[src/hw/rtl/ppp_pkg.sv]
// Shared types and constants for the perspective point projector.
// No dependencies; every other file imports this package.
package ppp_pkg;

  localparam int IoWidth  = 32;
  localparam int CfgWidth = 64;
  localparam int IdxWidth = 3;

  typedef enum logic [IdxWidth-1:0] {
    REG_X_XY  = 3'd0,
    REG_X_ZO  = 3'd1,
    REG_Y_XY  = 3'd2,
    REG_Y_ZO  = 3'd3,
    REG_W_XY  = 3'd4,
    REG_W_ZO  = 3'd5,
    REG_DEPTH = 3'd6
  } reg_index_t;

  localparam logic [CfgWidth-1:0] ResetXXy = 64'h0001_0000_0000_0000;
  localparam logic [CfgWidth-1:0] ResetYXy = 64'h0000_0000_0001_0000;
  localparam logic [CfgWidth-1:0] ResetWZo = 64'h0000_0000_0001_0000;

  localparam logic [1:0] STATUS_OK   = 2'd0;
  localparam logic [1:0] STATUS_SAT  = 2'd1;
  localparam logic [1:0] STATUS_ZERO = 2'd2;

  // Flags that travel alongside the division chain.
  typedef struct packed {
    logic dzero;
    logic den_neg;
    logic u_nneg;
    logic u_nzero;
    logic v_nneg;
    logic v_nzero;
    logic u_ovf;
    logic v_ovf;
  } ppp_side_t;

endpackage

[src/hw/rtl/ppp_div_cell.sv]
// One restoring-division cell: produces one quotient bit for both lanes.
// Depends on ppp_pkg for the sideband flag struct.
module ppp_div_cell
  import ppp_pkg::*;
#(
  parameter int MW = 67,
  parameter int VW = 32
) (
  input  logic          clk,
  input  logic          rst,
  input  logic          in_valid,
  output logic          in_ready,
  input  logic [MW-1:0] den_in,
  input  logic [MW-1:0] ru_in,
  input  logic [MW-1:0] rv_in,
  input  logic [VW-1:0] lu_in,
  input  logic [VW-1:0] lv_in,
  input  logic [VW-1:0] qu_in,
  input  logic [VW-1:0] qv_in,
  input  ppp_side_t     side_in,
  output logic          out_valid,
  input  logic          out_ready,
  output logic [MW-1:0] den_out,
  output logic [MW-1:0] ru_out,
  output logic [MW-1:0] rv_out,
  output logic [VW-1:0] lu_out,
  output logic [VW-1:0] lv_out,
  output logic [VW-1:0] qu_out,
  output logic [VW-1:0] qv_out,
  output ppp_side_t     side_out
);

  logic [MW:0] tu, tv;
  logic        bu, bv;

  assign in_ready = !out_valid || out_ready;
  assign tu = {ru_in, lu_in[VW-1]};
  assign tv = {rv_in, lv_in[VW-1]};
  assign bu = tu >= {1'b0, den_in};
  assign bv = tv >= {1'b0, den_in};

  always_ff @(posedge clk) begin
    if (rst) begin
      out_valid <= 1'b0;
    end else if (in_ready) begin
      out_valid <= in_valid;
    end
  end

  always_ff @(posedge clk) begin
    if (in_ready && in_valid) begin
      den_out  <= den_in;
      ru_out   <= bu ? MW'(tu - {1'b0, den_in}) : tu[MW-1:0];
      rv_out   <= bv ? MW'(tv - {1'b0, den_in}) : tv[MW-1:0];
      lu_out   <= {lu_in[VW-2:0], 1'b0};
      lv_out   <= {lv_in[VW-2:0], 1'b0};
      qu_out   <= {qu_in[VW-2:0], bu};
      qv_out   <= {qv_in[VW-2:0], bv};
      side_out <= side_in;
    end
  end

endmodule
[config.mk]
export PLATFORM = sky130hd
export DESIGN_NAME = ppp_div_cell
export DESIGN_NICKNAME = d
export VERILOG_FILES = /design/src/hw/rtl/ppp_pkg.sv /design/src/hw/rtl/ppp_div_cell.sv
export SDC_FILE = /design/constraint.sdc
export NUM_CORES = 1
export LEC_CHECK = 0
export ABC_AREA = 1
export BUFFER_PORTS_ARGS = -buffer_cell sky130_fd_sc_hd__buf_4
export CORE_AREA = 4 4 265 267
export DETAILED_ROUTE_END_ITERATION = 16
export DIE_AREA = 0 0 269 271
export GPL_ROUTABILITY_DRIVEN = 0
export GPL_TIMING_DRIVEN = 0
export MAX_ROUTING_LAYER = met4
export PLACE_DENSITY = 0.6
export RECOVER_POWER = 50
export SYNTH_ARGS = -nofsm -noshare
export SYNTH_HDL_FRONTEND = slang
export SYNTH_SLANG_ARGS = --single-unit
[constraint.sdc]
create_clock -name clk -period 18.7 [get_ports clk]
set_clock_uncertainty 0.05 [all_clocks]
set_input_delay 0.935 -clock clk [delete_from_list [all_inputs] [get_ports clk]]
set_output_delay 0.935 -clock clk [all_outputs]
set_load 0.005 [all_outputs]
==> results of run 1 <==
-- power breakdown --
group / total, W / internal [W] / switching, W
clock network: 0.000765 / 0.000446 / 0.000319
registers: 0.000934 / 0.000915 / 0.0000185
logic: 0.000688 / 0.000256 / 0.000433
-- layout make-up --
| type | instances | share of cell area, % |
|---|---|---|
| clock inverter | 20 | 0.655 |
| timing repair buffer | 688 | 15.7 |
| tap | 882 | 3.55 |
| clock buffer | 50 | 3.43 |
| sequential | 336 | 32.4 |
| multi-input combinational | 2338 | 36.0 |
| antenna | 4 | 0.0322 |
| buffer | 30 | 0.756 |
| inverter | 625 | 7.54 |
-- cells in the final DEF, fill, tap and decap left out, types with 4 or more instances in the layout --
| master | netlist | layout |
|---|---|---|
| clkbuf_16 | 0 | 39 |
| buf_2 | 14 | 14 |
| inv_1 | 608 | 608 |
| nand4_1 | 28 | 28 |
| xnor2_1 | 4 | 4 |
| nor4_1 | 11 | 11 |
| o21ai_0 | 50 | 50 |
| inv_2 | 17 | 17 |
| nand2_1 | 1370 | 1370 |
| ha_1 | 134 | 134 |
| buf_4 | 4 | 330 |
| nor2_2 | 14 | 14 |
| xor2_1 | 64 | 64 |
| clkbuf_1 | 0 | 106 |
| nand3_1 | 177 | 177 |
| buf_12 | 0 | 6 |
| diode_2 | 0 | 4 |
| nor3_1 | 23 | 23 |
| buf_6 | 12 | 12 |
| clkbuf_4 | 0 | 254 |
| clkinv_2 | 0 | 5 |
| clkinv_1 | 0 | 6 |
| o21bai_1 | 28 | 28 |
| nor2_1 | 243 | 243 |
| edfxtp_1 | 335 | 335 |
| a21oi_1 | 153 | 153 |
| nand3b_1 | 22 | 22 |
| clkbuf_8 | 0 | 5 |
-- worst max-delay path by stage --
stage	end	slack, ps	start	depth (start not counted)
after floorplan	den_out[0]	480	in_valid	2
after global placement	den_out[53]	-7440	out_ready	3
after detailed placement	ru_out[24]	14470	lu_in[31]	18
after CTS	ru_out[24]	15060	lu_in[31]	18
after global routing	rv_out[63]	13300	out_ready	8
final	den_out[53]	13700	out_ready	8
-- metal layers --
layer	global-route usage, %	vias up	share of wire, %
met4	11.9	0	5.3
li1	-	11927	-
met2	50.1	1041	51
met5	-	-	0
met1	30.5	11203	37
met3	4.07	227	7.0
-- cell families (layout without fill, tap and decap cells) --
group,Yosys count,in the layout
compound gates,237,237
other cells,1,6
xor+xnor,68,68
fa+ha+maj,136,136
buf+inv,655,1413
simple gates,1895,1895
flops,336,336
-- flip-flops by register name (all words and copies together), names as in the netlist --
| signal | count |
|---|---|
| qv_out | 32 |
| qu_out | 32 |
| out_valid | 1 |
| ru_out | 67 |
| lu_out | 31 |
| side_out | 8 |
| rv_out | 67 |
| den_out | 67 |
| lv_out | 31 |
-- per-stage QoR --
stage | hold WS, ps | power, W | cell area, µm² | setup slack [ps] | setup TNS (ps)
2_1_floorplan | 457 | 0.00134 | 23900 | 482 | 0
3_3_place_gp | 505 | 0.00168 | 30000 | -7440 | -2470210
3_5_place_dp | 555 | 0.00165 | 30300 | 14470 | 0
4_1_cts | 441 | 0.00243 | 31600 | 15060 | 0
5_1_grt | 462 | 0.00251 | 31100 | 13300 | 0
6_report | 473 | 0.00239 | 31100 | 13700 | 0
-- worst max-delay path, delay by kind of cell --
kind	cells	cell delay, ps
compound gates	1	1050
buf+inv	7	3140
==> impl_metrics.toml, run 1 <==
[cts]
cts_tree = "done"
clockBufferDepth = 3
root_buffer = "clkbuf_16"
clkTransAtPathRegs_ps = 60
ctsHoldBuffers = 0
ctsResizeCount = 0
clock-sinks = 336
clock_latency_ps = 560
ctsHtreeMaxLevel = 2
tritoncts.num_buffers = 38
cts_setup_buffers = 0

[finish]
layout-drive-gt1-share_pct = 17.4
final_util_pct = 45.7
area_delta_synth_final_pct = 30.5
regArea_um2 = 10100
fin_cells = 4973
nNetsFinal = 4534
n_fill_cell = 7064
multi_input_comb_area_um2 = 11200

[logic_synthesis]
synthSimpleGateAreaFrac_pct = 31.9
yosysTopAreaCellShare_pct = 42.2
ys_seq_area_share_pct = 42.3
yosys_warnings = 0
syn-cell-area_um2 = 23900
synthTopCellsByArea = "edfxtp_1 42%, nand2_1 22%, inv_1 9.6%, ha_1 7.0%, nor2_1 3.8%"
avgSynthCellArea_um2 = 7.17
synth_compound_area_share_pct = 5.32
yosysTopAreaCell = "edfxtp_1"
syn-instance-count = 3328
synthArstFlopShare_pct = 0
synth_common_cells = "1370 x nand2_1, 608 x inv_1, 335 x edfxtp_1, 243 x nor2_1, 177 x nand3_1"
muxShareOfSynthArea_pct = 0
synth_adder_area_share_pct = 7.20
synth_edf_count = 335
synth_cell_type_count = 31
synth_xor_area_share_pct = 2.50
synth_ff_type = "edfxtp_1"
synth_top_family_by_area = "simple AND/OR/NAND/NOR gates"
synth.most_common_cell = "nand2_1"
ys_ff_latch = 336

[drt]
dr.pass1.iters = 12
drtIter0Drc = 1942
routed_wl_um = 103000
route.detailed.drc = 0
drtAntennaViolNets = 0
wl_per_cell_um = 20.8
vias_per_cell = 4.91
vias = 24398

[worst_setup_path]
crit_slowest_cell = "clkbuf_1"
rr_worst_depth = 6
cp.arrival_ps = 5210
r2r_slack_ps = 13890
worstPathMaxFanout = 30
timing.rr.end = "den_out[53]"
critPathKind = "in -> reg"
rr_startpoint = "out_valid"
worst_ep_required_time_ps = 18910
cpMostUsedCell = "buf_12"
start_kind = "input pin"
max_stage_delay_ps = 1150
worstPathCellList = "clkbuf_4 > inv_1 > a21oi_1 > clkbuf_1 > clkbuf_1 > buf_12 > buf_12 > buf_12"
crit_path_end_kind = "flop"

[floorplanning]
io_pins = 680
core_area_um2 = 68100
start_util_pct = 35.0
die_area_um2 = 72900
rows = 96
die_w_um = 269
die_h_um = 271

[worst_hold_path]
whs_endpoint = "out_valid"
hold_class = "in -> reg"
min-delay-start = "rst"
min_delay_path_depth = 2

[placement]
dp_cells = 4899
numPortBuffers = 675
dpl.hpwl_um = 89100

[global_routing]
grt_overflow = 0
antenna_found_initial = 5
grt_use_total_pct = 27.8
grt_pass1_wl_um = 146000
grt_max_degree = 33
grt_pass1_vias = 23547

[pwr]
powerDensity_nw_per_um2 = 76.7
vdd_drop_max_v = 0.0000558
power_leakage_nw = 16.2

[outcome]
status = "finished, violations left"
violations = "capacitance limit, slew limit"

[timing]
relSlewSlack_pct = -12.1
final_max_slew_viol_count = 59
worst-slew-pin-transition_ps = 1680
period_share_pct = 26.7
hold_viol_final = 0
min_period_ps = 5000
fmax_ghz = 0.200
setup_violations = 0
rsz0062_at_grt = "no"

[job]
cap_violations = 2
Note: power is estimated with default switching activity, not from simulation.
==> inputs of run 2 (changes only) <==
--- a/config.mk
+++ b/config.mk
@@ -5,7 +5,7 @@
 export SDC_FILE = /design/constraint.sdc
 export NUM_CORES = 1
 export LEC_CHECK = 0
-export ABC_AREA = 1
+export ABC_AREA = 0
 export BUFFER_PORTS_ARGS = -buffer_cell sky130_fd_sc_hd__buf_4
 export CORE_AREA = 4 4 265 267
 export DETAILED_ROUTE_END_ITERATION = 16
@@ -13,7 +13,7 @@
 export GPL_ROUTABILITY_DRIVEN = 0
 export GPL_TIMING_DRIVEN = 0
 export MAX_ROUTING_LAYER = met4
-export PLACE_DENSITY = 0.6
+export PLACE_DENSITY = 0.54
 export RECOVER_POWER = 50
 export SYNTH_ARGS = -nofsm -noshare
 export SYNTH_HDL_FRONTEND = slang
==> constraint.sdc (replaced) <==
create_clock -name clk -period 4.3 [get_ports clk]
set_clock_uncertainty 0.05 [all_clocks]
set_input_delay 0.215 -clock clk [delete_from_list [all_inputs] [get_ports clk]]
set_output_delay 0.215 -clock clk [all_outputs]
set_load 0.005 [all_outputs]
==> run 2 against run 1 <==
  * The run ends with hold timing, capacitance limit, slew limit left
  * Via count fell by 20%
  * Largest power group unchanged
  * Sequential share of layout area rose by 0.65 points
  * Routed wire length fell by 16%
  * Global-route usage fell by 4.6 points
  * Register-to-register slack got worse by 13000 ps
  * Non-clock buffer count rose by 354
  * Critical endpoint is now ru_out[66]
  * Largest cell class is now flip-flops and latches
  * Clock-buffer cell count rose by 6
  * First-iteration DRC count fell by 31%
  * Total power rose to 4.4 times the previous value
  * Die area did not move
  * Area after synthesis fell by 16%
  * Sequential power rose to 4.4 times the previous value
==> impl_metrics.toml, run 2 <==
[worst_setup_path]
cpMostUsedCell = "a21oi_1"
crit_buf_inv = 4
worstPathCellList = "dlygate4sd3_1 > clkbuf_1 > inv_1 > ha_1 > buf_2 > a21oi_1 > o21bai_1 > a221oi_1 > o31ai_1 > nor3_1 > o21ai_1 > a21oi_1 > o21ai_0 > xor2_1 > mux2_2"
cp.arrival_ps = 4480
crit_path_end_kind = "flop"
max_stage_delay_ps = 590
rr_startpoint = "out_valid"
crit_slowest_cell = "nor3_1"
critPathTopFamily = "compound AO/OA/AOI/OAI gates"
start_kind = "input pin"
worstPathMaxFanout = 9
worst_ep_required_time_ps = 4550
critPathKind = "in -> reg"
startpoint = "den_in[35]"

[finish]
layout-drive-gt1-share_pct = 23.0
n_fill_cell = 6566
area_delta_synth_final_pct = 52.5
final_common_cell = "edfxtp_1"
regArea_um2 = 10100
nNetsFinal = 3430
reg_top3 = "den_out (67), ru_out (67), rv_out (67)"
multi_input_comb_area_um2 = 9340
final_cell_mix = "335 x edfxtp_1, 329 x clkbuf_4, 323 x dlygate4sd3_1"

[logic_synthesis]
synth_edf_count = 335
avgSynthCellArea_um2 = 10.5
syn-instance-count = 1902
synth_ff_type = "edfxtp_1"
synth_cell_type_count = 73
syn-cell-area_um2 = 20000
synthTopCellsByArea = "edfxtp_1 50%, ha_1 8.4%, a21oi_1 4.8%, nand2_1 3.7%, o21ai_0 3.5%"
yosys_warnings = 0
ys_ff_latch = 336
synth.most_common_cell = "edfxtp_1"
ys_seq_area_share_pct = 50.4
yosysTopAreaCellShare_pct = 50.3
yosysTopAreaCell = "edfxtp_1"
synthArstFlopShare_pct = 0
synth_common_cells = "335 x edfxtp_1, 196 x nand2_1, 191 x a21oi_1, 138 x o21ai_0, 134 x ha_1"

[drt]
vias_per_cell = 5.03
vias = 19541
drtAntennaViolNets = 0
dr.pass1.iters = 5
routed_wl_um = 86500
wl_per_cell_um = 22.2
route.detailed.drc = 0
drtIter0Drc = 1335

[timing]
setup_ws_ps = 68.9
final_max_slew_viol_count = 21
hold_viol_final = 1
setup_violations = 0
whs_ps = -9.05
rsz0062_at_grt = "yes"
relSlewSlack_pct = -59.1
min_period_ps = 4230
period_share_pct = 98.4
fmax_ghz = 0.236
worst-slew-pin-transition_ps = 2390

[cts]
clockBufferDepth = 3
tritoncts.num_buffers = 42
clock_latency_ps = 570
clkTransAtPathRegs_ps = 60
root_buffer = "clkbuf_16"
ctsHtreeMaxLevel = 2
cts_tree = "done"
clock-sinks = 336

[global_routing]
grt_use_total_pct = 23.2
grt_max_degree = 68
grt_pass1_wl_um = 125000
antenna_found_initial = 18
grt_overflow = 0
grt_pass1_vias = 19818

[pwr]
powerDensity_nw_per_um2 = 345
vdd_drop_max_v = 0.000204
power_leakage_nw = 12.5

[worst_hold_path]
min-delay-start = "rv_in[38]"
hold_class = "in -> reg"

[outcome]
violations = "hold timing, capacitance limit, slew limit"
status = "finished, violations left"

[placement]
dpl.hpwl_um = 68300
pre_cts_ws_ps = -1970
numPortBuffers = 675

[floorplanning]
die_area_um2 = 72900
start_util_pct = 29.4
die_w_um = 269
die_h_um = 271
rows = 96
io_pins = 680
core_area_um2 = 68100

[job]
cap_violations = 1
## run 2: cell count changes in the layout (fill, tap and decap cells not counted), moves of 22 or more
cell           previous run  this run
nor2_1                  243       103
nand3_1                 177        33
dlygate4sd3_1             0       323
mux2_2                    0        43
xnor2_1                   4        72
buf_4                   330       195
clkbuf_4                254       329
o21ai_0                  50       133
nand2_1                1370       196
nor3_1                   23        45
a21o_1                    2        71
a21oi_1                 153       189
clkbuf_1                106       210
inv_1                   608       106
## run 2: layer usage
layer	GRT usage [%]	routed length [µm]
met1	26.9	34000
met2	40.2	43200
met3	4.86	6390
met4	7.50	2900
met5	-	0
## run 2: tightest hold or removal path: cells and delay by family
kind                   cells  cell delay (ps)
AOI/OAI and AO/OA          1              100
buffers and inverters      1               90
and+or+nand+nor            1               60
## run 2: metrics by stage
stage / utilization, % / cell area (µm²) / power [W] / setup TNS, ps / std cells
2_1_floorplan: - / 20000 / 0.00554 / 0 / 1903
3_3_place_gp: 38.5 / 26200 / 0.00682 / -225550 / 3460
3_5_place_dp: 38.7 / 26300 / 0.00683 / -192330 / 3465
4_1_cts: 45.5 / 31000 / 0.0108 / 0 / 3868
5_1_grt: 44.8 / 30500 / 0.0110 / -11.8 / 3886
6_report: 44.8 / 30500 / 0.0105 / 0 / 3887
## run 2: final timing paths
path | slack (ps) | cells after the start | endpoint
max | 70 | 15 | ru_out[66]
min | -9 | 3 | rv_out[39]
max reg2reg | 920 | 4 | lu_out[30]
min reg2reg | 1020 | 3 | out_valid
## run 2: logic make-up after synthesis
group / Yosys count / share of synthesized area [%]
xor gates and xnor gates: 116 / 5.08
other: 1 / 0.0187
and+or+nand+nor: 516 / 12.0
DFF: 336 / 50.4
buffers and inverters: 172 / 3.38
adders and majority gates: 136 / 8.58
AOI/OAI and AO/OA: 574 / 17.7
muxes: 51 / 2.83
## run 2: repair_timing
| item | 4_1_cts | 5_1_grt |
|---|---|---|
| buffers inserted | 4 | 0 |
| resized for setup | 8 | 25 |
| pin swaps | 2 | 0 |
| hold buffers | 323 | 0 |
| setup endpoints to repair | 136 | 46 |
| endpoints found under the hold margin | 322 | 0 |
## run 2: layout make-up
cell class | count | area share (%)
antenna | 19 | 0.156
buffer | 65 | 0.939
clock buffer | 56 | 3.69
clock inverter | 21 | 0.792
inverter | 106 | 1.30
multi-input combinational | 1395 | 30.6
sequential | 336 | 33.0
tap | 882 | 3.62
timing repair buffer | 1007 | 25.8
## run 2: report_power, final
group,total (W),switching (W),internal (W)
Combinational,0.00286,0.00157,0.00129
Sequential,0.00408,0.0000843,0.00400
Clock,0.00358,0.00144,0.00214
